[src/design/sitrc_pkg.sv]
`timescale 1ns / 1ps
`default_nettype none
// ----------------------------------------------------------------------------
// sitrc_pkg: shared types and constants for the radix text converter
// Configuration layout, register indexes, back-end states and symbol lookup.
// ----------------------------------------------------------------------------
package sitrc_pkg;

   localparam int DEF_MAX_RADIX   = 16;
   localparam int DEF_NUMBER_BITS = 32;

   localparam int RADIX_W    = 5;   // base_length register width
   localparam int CSR_IDX_W  = 2;
   localparam int CSR_DATA_W = 64;
   localparam int CHAR_W     = 8;
   localparam int SYM_COUNT  = 16;
   localparam int SYM_IDX_W  = 4;
   localparam int DIV_STEPS  = 8;   // quotient bits resolved per cycle
   localparam int QUEUE_DEPTH = 2;

   localparam logic [CHAR_W-1:0] SIGN_PLUS  = 8'h2B;
   localparam logic [CHAR_W-1:0] SIGN_MINUS = 8'h2D;

   typedef enum logic [CSR_IDX_W-1:0] {
      CSR_BASE_LENGTH = 2'd0,
      CSR_CHARS_LOW   = 2'd1,
      CSR_CHARS_HIGH  = 2'd2
   } csr_index_type;

   typedef enum logic [1:0] {
      ST_IDLE,
      ST_DIVIDE,
      ST_SIGN,
      ST_DIGITS
   } back_state_type;

   typedef struct packed {
      logic [RADIX_W-1:0]    base_length;
      logic [CSR_DATA_W-1:0] chars_low;
      logic [CSR_DATA_W-1:0] chars_high;
   } cfg_type;

   function automatic logic [CHAR_W-1:0] symbol_at(input cfg_type cfg,
                                                   input logic [SYM_IDX_W-1:0] idx);
      logic [5:0] pos;
      pos = {idx[2:0], 3'b000};
      return idx[3] ? cfg.chars_high[pos +: CHAR_W] : cfg.chars_low[pos +: CHAR_W];
   endfunction

endpackage
`default_nettype wire

[src/design/sitrc_fifo.sv]
`timescale 1ns / 1ps
`default_nettype none
// ----------------------------------------------------------------------------
// sitrc_fifo: short first-in first-out queue
// Register-based queue with full and empty flags, used between stages.
// ----------------------------------------------------------------------------
module sitrc_fifo
   import sitrc_pkg::*;
#(
   parameter int WIDTH = CHAR_W + 1,
   parameter int DEPTH = QUEUE_DEPTH
) (
   input  wire logic             clock,
   input  wire logic             reset,
   input  wire logic             push,
   input  wire logic [WIDTH-1:0] wr_data,
   output logic                  full,
   input  wire logic             pop,
   output logic [WIDTH-1:0]      rd_data,
   output logic                  empty
);

   localparam int PTR_W = (DEPTH > 1) ? $clog2(DEPTH) : 1;
   localparam int CNT_W = $clog2(DEPTH + 1);

   logic [WIDTH-1:0] slot_ff [DEPTH];
   logic [PTR_W-1:0] wr_ptr_ff, wr_ptr_in;
   logic [PTR_W-1:0] rd_ptr_ff, rd_ptr_in;
   logic [CNT_W-1:0] count_ff, count_in;
   logic             do_push, do_pop;

   assign full    = (count_ff == CNT_W'(DEPTH));
   assign empty   = (count_ff == '0);
   assign do_push = push && !full;
   assign do_pop  = pop && !empty;
   assign rd_data = slot_ff[rd_ptr_ff];

   always_comb begin
      wr_ptr_in = wr_ptr_ff;
      rd_ptr_in = rd_ptr_ff;
      count_in  = count_ff;
      if (do_push) begin
         wr_ptr_in = (wr_ptr_ff == PTR_W'(DEPTH - 1)) ? '0 : wr_ptr_ff + PTR_W'(1);
      end
      if (do_pop) begin
         rd_ptr_in = (rd_ptr_ff == PTR_W'(DEPTH - 1)) ? '0 : rd_ptr_ff + PTR_W'(1);
      end
      if (do_push && !do_pop) begin
         count_in = count_ff + CNT_W'(1);
      end else if (do_pop && !do_push) begin
         count_in = count_ff - CNT_W'(1);
      end
   end

   always_ff @(posedge clock) begin
      if (reset) begin
         wr_ptr_ff <= '0;
         rd_ptr_ff <= '0;
         count_ff  <= '0;
      end else begin
         wr_ptr_ff <= wr_ptr_in;
         rd_ptr_ff <= rd_ptr_in;
         count_ff  <= count_in;
      end
   end

   always_ff @(posedge clock) begin
      if (do_push) begin
         slot_ff[wr_ptr_ff] <= wr_data;
      end
   end

endmodule
`default_nettype wire

[src/design/sitrc_front.sv]
`timescale 1ns / 1ps
`default_nettype none
// ----------------------------------------------------------------------------
// sitrc_front: input classification
// Checks the configured symbol set and forms sign and unsigned magnitude.
// ----------------------------------------------------------------------------
module sitrc_front
   import sitrc_pkg::*;
#(
   parameter int MAX_RADIX   = DEF_MAX_RADIX,
   parameter int NUMBER_BITS = DEF_NUMBER_BITS
) (
   input  wire cfg_type                 cfg,
   input  wire logic                    in_push,
   input  wire logic signed [NUMBER_BITS-1:0] in_number,
   output logic                         mid_push,
   output logic [RADIX_W-1:0]           mid_radix,
   output logic                         mid_negative,
   output logic [NUMBER_BITS-1:0]       mid_magnitude,
   input  wire logic                    mid_full
);

   logic [CHAR_W-1:0]      sym [SYM_COUNT];
   logic                   base_ok;
   logic [NUMBER_BITS-1:0] raw;

   always_comb begin
      for (int i = 0; i < SYM_COUNT; i++) begin
         sym[i] = symbol_at(cfg, SYM_IDX_W'(i));
      end
   end

   // length range, no '+' or '-', and pairwise compare over the symbols in use
   always_comb begin
      base_ok = (cfg.base_length >= RADIX_W'(2)) &&
                (cfg.base_length <= RADIX_W'(MAX_RADIX));
      for (int i = 0; i < SYM_COUNT; i++) begin
         if (RADIX_W'(i) < cfg.base_length) begin
            if (sym[i] == SIGN_PLUS || sym[i] == SIGN_MINUS) begin
               base_ok = 1'b0;
            end
            for (int j = i + 1; j < SYM_COUNT; j++) begin
               if (RADIX_W'(j) < cfg.base_length && sym[j] == sym[i]) begin
                  base_ok = 1'b0;
               end
            end
         end
      end
   end

   assign raw           = in_number;
   assign mid_negative  = raw[NUMBER_BITS-1];
   assign mid_magnitude = mid_negative ? (~raw + NUMBER_BITS'(1)) : raw;
   assign mid_radix     = cfg.base_length;
   // beats with an unusable symbol set are taken and dropped
   assign mid_push      = in_push && !mid_full && base_ok;

endmodule
`default_nettype wire

[src/design/sitrc_back.sv]
`timescale 1ns / 1ps
`default_nettype none
// ----------------------------------------------------------------------------
// sitrc_back: digit generation and character emission
// Repeated long division by the radix, then symbols most significant first.
// ----------------------------------------------------------------------------
module sitrc_back
   import sitrc_pkg::*;
#(
   parameter int MAX_RADIX   = DEF_MAX_RADIX,
   parameter int NUMBER_BITS = DEF_NUMBER_BITS
) (
   input  wire logic                   clock,
   input  wire logic                   reset,
   input  wire cfg_type                cfg,
   input  wire logic                   mid_empty,
   input  wire logic [RADIX_W-1:0]     mid_radix,
   input  wire logic                   mid_negative,
   input  wire logic [NUMBER_BITS-1:0] mid_magnitude,
   output logic                        mid_pop,
   input  wire logic                   out_full,
   output logic                        out_push,
   output logic [CHAR_W-1:0]           out_char,
   output logic                        out_last
);

   localparam int DIV_CYC = (NUMBER_BITS + DIV_STEPS - 1) / DIV_STEPS;
   localparam int PAD_W   = DIV_CYC * DIV_STEPS;
   localparam int CYC_W   = (DIV_CYC > 1) ? $clog2(DIV_CYC) : 1;
   localparam int CNT_W   = $clog2(NUMBER_BITS + 1);
   localparam int IDX_W   = $clog2(NUMBER_BITS);
   localparam int DIGIT_W = $clog2(MAX_RADIX);

   back_state_type       state_ff, state_in;
   logic [PAD_W-1:0]     work_ff, work_in;
   logic [RADIX_W-1:0]   rem_ff, rem_in;
   logic [RADIX_W-1:0]   radix_ff, radix_in;
   logic                 neg_ff, neg_in;
   logic [CYC_W-1:0]     cyc_ff, cyc_in;
   logic [CNT_W-1:0]     count_ff, count_in;
   logic [IDX_W-1:0]     idx_ff, idx_in;
   logic [DIGIT_W-1:0]   digit_store [NUMBER_BITS];

   logic [RADIX_W-1:0]   step_rem;
   logic [DIV_STEPS-1:0] step_q;
   logic [PAD_W-1:0]     quot;
   logic [PAD_W+DIV_STEPS-1:0] shifted;
   logic                 digit_done;
   logic                 last_digit;
   logic [CNT_W-1:0]     count_next;

   // restoring division, one quotient bit per step on a narrow remainder
   always_comb begin
      step_rem = rem_ff;
      step_q   = '0;
      for (int i = 0; i < DIV_STEPS; i++) begin
         step_rem = {step_rem[RADIX_W-2:0], work_ff[PAD_W-1-i]};
         if (step_rem >= radix_ff) begin
            step_rem = step_rem - radix_ff;
            step_q[DIV_STEPS-1-i] = 1'b1;
         end
      end
   end

   assign shifted    = {work_ff, step_q};
   assign quot       = shifted[PAD_W-1:0];
   assign digit_done = (state_ff == ST_DIVIDE) && (cyc_ff == CYC_W'(DIV_CYC - 1));
   assign count_next = count_ff + CNT_W'(1);
   assign last_digit = (quot == '0) || (count_next == CNT_W'(NUMBER_BITS));

   always_comb begin
      state_in = state_ff;
      work_in  = work_ff;
      rem_in   = rem_ff;
      radix_in = radix_ff;
      neg_in   = neg_ff;
      cyc_in   = cyc_ff;
      count_in = count_ff;
      idx_in   = idx_ff;
      mid_pop  = 1'b0;
      out_push = 1'b0;
      out_char = '0;
      out_last = 1'b0;
      unique case (state_ff)
         ST_IDLE: begin
            if (!mid_empty) begin
               mid_pop  = 1'b1;
               work_in  = PAD_W'(mid_magnitude);
               rem_in   = '0;
               radix_in = mid_radix;
               neg_in   = mid_negative;
               cyc_in   = '0;
               count_in = '0;
               state_in = ST_DIVIDE;
            end
         end
         ST_DIVIDE: begin
            work_in = quot;
            if (digit_done) begin
               count_in = count_next;
               rem_in   = '0;
               cyc_in   = '0;
               if (last_digit) begin
                  idx_in   = count_ff[IDX_W-1:0];
                  state_in = neg_ff ? ST_SIGN : ST_DIGITS;
               end
            end else begin
               rem_in = step_rem;
               cyc_in = cyc_ff + CYC_W'(1);
            end
         end
         ST_SIGN: begin
            if (!out_full) begin
               out_push = 1'b1;
               out_char = SIGN_MINUS;
               state_in = ST_DIGITS;
            end
         end
         ST_DIGITS: begin
            out_char = symbol_at(cfg, SYM_IDX_W'(digit_store[idx_ff]));
            out_last = (idx_ff == '0);
            if (!out_full) begin
               out_push = 1'b1;
               if (idx_ff == '0) begin
                  state_in = ST_IDLE;
               end else begin
                  idx_in = idx_ff - IDX_W'(1);
               end
            end
         end
         default: begin
            state_in = ST_IDLE;
         end
      endcase
   end

   always_ff @(posedge clock) begin
      if (reset) begin
         state_ff <= ST_IDLE;
         cyc_ff   <= '0;
         count_ff <= '0;
      end else begin
         state_ff <= state_in;
         cyc_ff   <= cyc_in;
         count_ff <= count_in;
      end
   end

   always_ff @(posedge clock) begin
      work_ff  <= work_in;
      rem_ff   <= rem_in;
      radix_ff <= radix_in;
      neg_ff   <= neg_in;
      idx_ff   <= idx_in;
   end

   always_ff @(posedge clock) begin
      if (digit_done) begin
         digit_store[count_ff[IDX_W-1:0]] <= step_rem[DIGIT_W-1:0];
      end
   end

`ifndef ASSERT_OFF
   a_rem_below_radix: assert property (@(posedge clock) disable iff (reset)
      (state_ff == ST_DIVIDE) |-> (rem_ff < radix_ff) && (radix_ff >= RADIX_W'(2)))
      else $error("remainder not below radix during division");

   a_sign_only_negative: assert property (@(posedge clock) disable iff (reset)
      (state_ff == ST_SIGN) |-> neg_ff)
      else $error("sign emitted for a non-negative number");

   a_count_bound: assert property (@(posedge clock) disable iff (reset)
      count_ff <= CNT_W'(NUMBER_BITS))
      else $error("digit count beyond number width");
`endif

endmodule
`default_nettype wire

[src/design/signed_integer_to_radix_chars.sv]
`timescale 1ns / 1ps
`default_nettype none
// ----------------------------------------------------------------------------
// signed_integer_to_radix_chars: signed integer to text in a set radix
// Converts each number to characters in a configured symbol set.
// ----------------------------------------------------------------------------
// usage
//   req_ channel: a beat carrying req_number is taken when req_push is high
//   and req_full is low. rsp_ channel: while rsp_empty is low the oldest
//   character waits on rsp_character / rsp_last; rsp_pop takes it.
//   csr_ port: csr_write stores csr_data into register csr_index
//   (0 base_length, 1 symbols 0-7, 2 symbols 8-15); write only when idle.
//   an unusable symbol set (length outside 2..MAX_RADIX, a repeat, '+' or
//   '-') makes a beat vanish with no characters.
// timing
//   a beat leaves the input queue, then each digit is worked out in the
//   shared divider (8 quotient bits a cycle), then the characters go out
//   one per cycle while the output queue has room. the back end takes
//   the next beat only when the last character of a beat has gone out;
//   the input queue holds two beats meanwhile.
// reset and stalls
//   synchronous reset clears the queues, the sequencer and the configuration
//   to zero (no valid symbol set). a stalled receiver fills the two-deep
//   output queue, then the emitter waits, then the input queue fills and
//   raises req_full. no character is lost or repeated.
// ----------------------------------------------------------------------------
module signed_integer_to_radix_chars
   import sitrc_pkg::*;
#(
   parameter int MAX_RADIX   = DEF_MAX_RADIX,
   parameter int NUMBER_BITS = DEF_NUMBER_BITS
) (
   input  wire logic                          clock,
   input  wire logic                          reset,
   input  wire logic                          req_push,
   input  wire logic signed [NUMBER_BITS-1:0] req_number,
   output logic                               req_full,
   output logic                               rsp_empty,
   input  wire logic                          rsp_pop,
   output logic [CHAR_W-1:0]                  rsp_character,
   output logic                               rsp_last,
   input  wire logic                          csr_write,
   input  wire logic [CSR_IDX_W-1:0]          csr_index,
   input  wire logic [CSR_DATA_W-1:0]         csr_data
);

   localparam int MID_W = RADIX_W + 1 + NUMBER_BITS;
   localparam int OUT_W = CHAR_W + 1;

   cfg_type cfg_ff, cfg_in;

   // front to back beat
   logic                   mid_push, mid_pop, mid_full, mid_empty;
   logic [RADIX_W-1:0]     f_radix, b_radix;
   logic                   f_negative, b_negative;
   logic [NUMBER_BITS-1:0] f_magnitude, b_magnitude;
   logic [MID_W-1:0]       mid_rd;

   // back to result queue
   logic              out_push, out_full, out_last;
   logic [CHAR_W-1:0] out_char;
   logic [OUT_W-1:0]  out_rd;

   // configuration registers
   always_comb begin
      cfg_in = cfg_ff;
      if (csr_write) begin
         unique case (csr_index)
            CSR_BASE_LENGTH: cfg_in.base_length = csr_data[RADIX_W-1:0];
            CSR_CHARS_LOW:   cfg_in.chars_low   = csr_data;
            CSR_CHARS_HIGH:  cfg_in.chars_high  = csr_data;
            default: begin
               // no register at this index
               cfg_in = cfg_ff;
            end
         endcase
      end
   end

   always_ff @(posedge clock) begin
      if (reset) begin
         cfg_ff <= '0;
      end else begin
         cfg_ff <= cfg_in;
      end
   end

   sitrc_front #(
      .MAX_RADIX   (MAX_RADIX),
      .NUMBER_BITS (NUMBER_BITS)
   ) u_front (
      .cfg           (cfg_ff),
      .in_push       (req_push),
      .in_number     (req_number),
      .mid_push      (mid_push),
      .mid_radix     (f_radix),
      .mid_negative  (f_negative),
      .mid_magnitude (f_magnitude),
      .mid_full      (mid_full)
   );

   // input side sees the classification queue directly
   assign req_full = mid_full;

   sitrc_fifo #(
      .WIDTH (MID_W),
      .DEPTH (QUEUE_DEPTH)
   ) u_mid_queue (
      .clock   (clock),
      .reset   (reset),
      .push    (mid_push),
      .wr_data ({f_radix, f_negative, f_magnitude}),
      .full    (mid_full),
      .pop     (mid_pop),
      .rd_data (mid_rd),
      .empty   (mid_empty)
   );

   assign b_radix     = mid_rd[MID_W-1 -: RADIX_W];
   assign b_negative  = mid_rd[NUMBER_BITS];
   assign b_magnitude = mid_rd[NUMBER_BITS-1:0];

   sitrc_back #(
      .MAX_RADIX   (MAX_RADIX),
      .NUMBER_BITS (NUMBER_BITS)
   ) u_back (
      .clock         (clock),
      .reset         (reset),
      .cfg           (cfg_ff),
      .mid_empty     (mid_empty),
      .mid_radix     (b_radix),
      .mid_negative  (b_negative),
      .mid_magnitude (b_magnitude),
      .mid_pop       (mid_pop),
      .out_full      (out_full),
      .out_push      (out_push),
      .out_char      (out_char),
      .out_last      (out_last)
   );

   // result queue parts the emitter from the receiver
   sitrc_fifo #(
      .WIDTH (OUT_W),
      .DEPTH (QUEUE_DEPTH)
   ) u_out_queue (
      .clock   (clock),
      .reset   (reset),
      .push    (out_push),
      .wr_data ({out_char, out_last}),
      .full    (out_full),
      .pop     (rsp_pop),
      .rd_data (out_rd),
      .empty   (rsp_empty)
   );

   assign rsp_character = out_rd[OUT_W-1:1];
   assign rsp_last      = out_rd[0];

endmodule
`default_nettype wire
[config.mk]
export PLATFORM = sky130hd
export DESIGN_NAME = signed_integer_to_radix_chars
export DESIGN_NICKNAME = d
export VERILOG_FILES = /design/src/design/sitrc_pkg.sv /design/src/design/sitrc_fifo.sv /design/src/design/sitrc_front.sv /design/src/design/sitrc_back.sv /design/src/design/signed_integer_to_radix_chars.sv
export SDC_FILE = /design/constraint.sdc
export NUM_CORES = 2
export LEC_CHECK = 0
export BUFFER_PORTS_ARGS = -buffer_cell sky130_fd_sc_hd__clkbuf_2
export CAP_MARGIN = 20
export CORE_MARGIN = 2
export CORE_UTILIZATION = 38
export CTS_CLUSTER_DIAMETER = 30
export DETAILED_ROUTE_END_ITERATION = 10
export HOLD_SLACK_MARGIN = 0.02
export PLACE_DENSITY_LB_ADDON = 0.25
export SYNTH_ARGS = -nofsm -noshare
export SYNTH_HDL_FRONTEND = slang
export SYNTH_SLANG_ARGS = --single-unit
[constraint.sdc]
create_clock -name clock -period 19.6 [get_ports clock]
set_clock_uncertainty 0.1 [all_clocks]
set_input_delay 0.98 -clock clock [delete_from_list [all_inputs] [get_ports clock]]
set_output_delay 0.98 -clock clock [all_outputs]
set_load 0.02 [all_outputs]
Word-level counts from Yosys, hierarchy flattened
Memory sizes are Yosys's and may differ from the RTL's. A register that Yosys moved wholly into a read port is not among the register bits. Cells that the tools add are included.

Bits in registers: 198. Bits in writable memories: 222. Bits of input ports: 103. Output and inout bits: 11. Logic and storage cells: 634. Memories kept: 3.

Memory list: u_back.digit_store (depth 32, width 4, read ports 1, clocked after memory_dff 1, write ports 1, RTL line sitrc_back.sv:42) `logic [DIGIT_W-1:0] digit_store [NUMBER_BITS];`; u_mid_queue.slot_ff (depth 2, width 38, read ports 1, clocked after memory_dff 1, write ports 1, RTL line sitrc_fifo.sv:26) `logic [WIDTH-1:0] slot_ff [DEPTH];`; u_out_queue.slot_ff (depth 2, width 9, read ports 1, clocked after memory_dff 1, write ports 1, RTL line sitrc_fifo.sv:26).

Add/subtract/negate cells: 20. Order comparisons: 26. Equality and inequality tests: 168. Shifts and indexed selects: 2. Mux-type cells: 220. Bitwise gates (word level): 2. Reduce and logical (&&, ||, !) cells: 176.

Operators by type and width (count): 8-bit == test (120); 8-bit by 6-bit == test with 1-bit output, second input constant (32); 1-bit 2-to-1 mux (180); 1-bit logical AND (132); 64-bit by 7-bit indexed part select with 8-bit output (2); 32-bit 2-to-1 mux (2); 32-bit case mux with 2 select lines (1); 5-bit >= comparator (8); 4-bit by 5-bit less-than comparator with 1-bit output, first input constant (8); 4-bit 2-to-1 mux (10); 32-bit by 1-bit adder with 32-bit output, second input constant (1); 32-bit logical NOT (1); 32-bit inverter (1); 4-bit subtractor (8); 5-bit 2-to-1 mux (5); 2-bit 2-to-1 mux (12); 3-bit by 5-bit less-than comparator with 1-bit output, first input constant (4); 6-bit 2-to-1 mux (3); 1-bit logical OR (17); 8-bit case mux with 2 select lines (1); 2-bit == test, second input constant (6); 6-bit case mux with 2 select lines (1); 1-bit by 5-bit less-than comparator with 1-bit output, first input constant (2); 2-bit by 5-bit less-than comparator with 1-bit output, first input constant (2); other kinds (26) (55).

Depth between registers and ports, before layout
Depth in word-level cells: 160. Depth in mapped cells: 66. Gate-level depth less buffers: 61.

By module
A second synthesis with hierarchy kept.

Cells, all modules: 3353. Area total of the unflattened synthesis: 33746.1 µm².

Modules (own cells, without submodules): sitrc_front (times used 1, cells an instance 1817, area an instance 13487.9 µm²); sitrc_back (times used 1, cells an instance 835, area an instance 10943.0 µm²); signed_integer_to_radix_chars (times used 1, cells an instance 505, area an instance 5495.3 µm²); sitrc_fifo (u_mid_queue) (times used 1, cells an instance 143, area an instance 2955.3 µm²); sitrc_fifo (u_out_queue) (times used 1, cells an instance 53, area an instance 864.6 µm²).

Worst setup path after synthesis
No wires, ideal clock.

Path type: register to register. Start: register u_back.radix_ff[1]. End: register with a tool-made name. Library setup time: 0.121 ns. Arrival time: 12.660 ns. Setup slack: 6.719 ns. Stages on the path, launching flop included: 66. Buffers on the path: 5. Path through: edfxtp_1 -> inv_1 -> ha_1 -> nor2b_1 -> o21ai_0 -> nand3b_1 -> a21o_1 -> a21o_1 -> clkbuf_1 -> mux2i_1 -> ha_1 -> a21o_1 -> a21o_1 -> a21o_1 -> a21o_1 -> mux2i_1 -> ha_1 -> nor2b_1 -> [30 not listed] -> o21ai_0 -> a21boi_1 -> o21ai_0 -> nand2b_1 -> clkbuf_1 -> o21ai_0 -> inv_1 -> ha_1 -> nor2b_1 -> o21ai_0 -> nand3b_1 -> a21o_1 -> a21o_1 -> clkbuf_1 -> nor4_1 -> a31oi_1 -> nor3_2 -> mux2_2.

RTL lines: start, declared (RTL line sitrc_back.sv:37) `logic [RADIX_W-1:0] radix_ff, radix_in;`; start signal, assigned (RTL line sitrc_back.sv:152) `radix_ff <= radix_in;`.

==> flow_summary.ini <==
[floorplanning]
core_mm2 = 0.0838
rows = 106
ios = 114
die_w_um = 295
die_area_mm2 = 0.0872
initial_core_util_pct = 38.5
dieHeight_um = 295

[worst_setup_path]
path_max_fanout = 13
path_class = flip-flop to flip-flop
cp_slowest_cell = nor3_2
endpoint_kind = flip-flop
critical_path_required_ns = 20.03
startpoint_type = flip-flop
cp_slowest_stage_delay_ns = 0.68
critPathMostFrequentCell = a21o_1
crit_arrival_ns = 15.22

[timing]
hold_viol = 0
finalCritPeriodShare_pct = 75.5
tightest_slew_ns = 1.06
min_period_ns = 14.79
fin_tns_setup_ns = 0
worst_slack_ns = 4.81
setup_violations = 0
rsz0062_at_grt = no
slew_violations = 0
clock.fmax_ghz = 0.0676
maxSlewHeadroom_pct = 28.5

[global_route]
grt_pass1_wl_um = 170000
grt_max_degree = 81
antenna_found_initial = 2
gr-total-overflow = 0
grt_util_all_layers_pct = 26.1
grt_pass1_vias = 25500

[clock_network]
hold_buffers = 0
cts_sinks = 427
h-tree-depth = 3
cts_buffers = 84
cts_tree = done
clk_pin_slew_ns = 0.05
clk_latency_ns = 0.66
cts_resized = 0
ctsLongestPathBuffers = 3
clock-root-buffer = clkbuf_16
cts_setup_buffers = 0

[synth]
netlist_area_mm2 = 0.0322
synth_cell_type_count = 72
postSynthAreaPerCell_um2 = 9.42
synth_warnings = 0
synth_seq_area_share_pct = 34.9
synth_ff_type = edfxtp_1
synth-seq-cells = 427
syn_nets = 3587
synthArstFlopShare_pct = 0
synthCells = 3422
synth_edf_count = 269

[final_layout]
area_growth_syn_to_layout_pct = 14.3
n_fill_cell = 8103
drive_gt1_share_pct = 15.2
finalNetCount = 3581

[flow_run]
cap_viol_max_count = 0

[route]
ant_nets = 0
wl_um = 115000
dr.pass1.iters = 6
vias = 26600
drt_iter0_markers = 2998
wl_per_cell_um = 24.9
avgViaCountPerCell = 5.75
drc = 0

[worst_hold_path]
hp-class = flip-flop to flip-flop

[placed_design]
numPortBuffers = 113
gp_congestion = 0.983
dpl_worst_slack_ns = 4.85
place_hpwl_um = 71500

[status]
status = finished clean
## layer usage
| metal | vias up | routed length, um | global-route usage, % |
|---|---|---|---|
| met3 | 427 | 11100 | 5.77 |
| met4 | 2 | 6410 | 12.9 |
| met1 | 12800 | 46100 | 33.8 |
| met5 | - | 12 | 0 |
| li1 | 11800 | - | - |
| met2 | 1498 | 51300 | 41.1 |
## cell type report
| cell class | instances | area (um^2) | share of cell area [%] |
|---|---|---|---|
| tap | 1134 | 1420 | 3.85 |
| clock inverter | 54 | 762 | 2.07 |
| sequential | 427 | 11200 | 30.5 |
| clock buffer | 101 | 2260 | 6.12 |
| antenna | 2 | 5.00 | 0.0136 |
| inverter | 45 | 169 | 0.458 |
| timing repair buffer | 268 | 1750 | 4.75 |
| multi-input combinational | 2590 | 19200 | 52.2 |
## cell usage after synthesis (all sizes together), types with 62 or more instances
cell	count	area [um^2]
xnor2	568	4970
xor2	459	4020
nand2	336	1260
edfxtp	269	8080
buf	257	1240
a21oi	199	996
dfxtp	158	3160
nand4	138	863
nor4	136	866
nor2	107	402
clkbuf	103	387
mux2i	83	843
o21ai	76	380
mux2	62	698
## critical path, delay by kind of cell, from the launching register on
kind	cells	cell delay [ns]
muxes	7	2.39
and+or+nand+nor	14	2.84
buffers and inverters	3	0.73
AOI/OAI and AO/OA	28	5.63
adders and majority gates	8	2.41
DFF	1	0.54
## cell families after synthesis
group | Yosys count | share of synthesized area [%]
xor+xnor | 1027 | 27.9
fa+ha+maj | 62 | 2.59
simple gates | 921 | 14.4
flops | 427 | 34.9
compound gates | 395 | 7.10
mux | 185 | 7.58
buf+inv | 405 | 5.57
## flip-flops by register name, indices dropped and copies added (netlist names), 4 cells and up, named ones only
register	flops
cfg_ff	133
u_back.count_ff	6
u_back.digit_store	128
u_back.idx_ff	5
u_back.radix_ff	5
u_back.rem_ff	4
u_back.work_ff	32
u_mid_queue.slot_ff	76
u_out_queue.slot_ff	18
## path summary, 6_finish.rpt
| path | start | slack [ns] | cells past startpoint | to |
|---|---|---|---|---|
| min reg2reg | cfg_ff[84] | 0.35 | 2 | cfg_ff[84] |
| max reg2reg | u_back.radix_ff[1] | 4.81 | 60 | flip-flop |
| min | cfg_ff[84] | 0.35 | 2 | cfg_ff[84] |
| max | u_back.radix_ff[1] | 4.81 | 60 | flip-flop |
## through the flow
| stage | utilization, % | hold slack [ns] | area, um^2 | cells |
|---|---|---|---|---|
| floorplan | - | 0.324 | 32200 | 3422 |
| global placement | 40.3 | 0.343 | 33800 | 4463 |
| detailed placement | 40.3 | 0.347 | 33800 | 4463 |
| CTS | 43.9 | 0.353 | 36800 | 4618 |
| global route | 44.0 | 0.371 | 36800 | 4619 |
| finish | 44.0 | 0.352 | 36800 | 4621 |
## layout by cell type, fill, tap and decap left out, types with 40 or more instances in the layout
| cell | instances |
|---|---|
| o21ai_0 | 73 |
| nor4_1 | 134 |
| nor2_1 | 106 |
| nand4_1 | 138 |
| clkbuf_16 | 84 |
| mux2_2 | 53 |
| inv_1 | 44 |
| dfxtp_1 | 156 |
| mux2i_1 | 80 |
| nand2_1 | 336 |
| buf_4 | 155 |
| clkbuf_2 | 112 |
| xnor2_1 | 568 |
| mux4_2 | 40 |
| edfxtp_1 | 269 |
| a21oi_1 | 198 |
| xor2_1 | 459 |
| ha_1 | 53 |
| nand3_1 | 49 |
| nor3_1 | 58 |
Power is not shown: default switching activity piles up to over one toggle a cycle in this logic, so the estimate is an artifact.
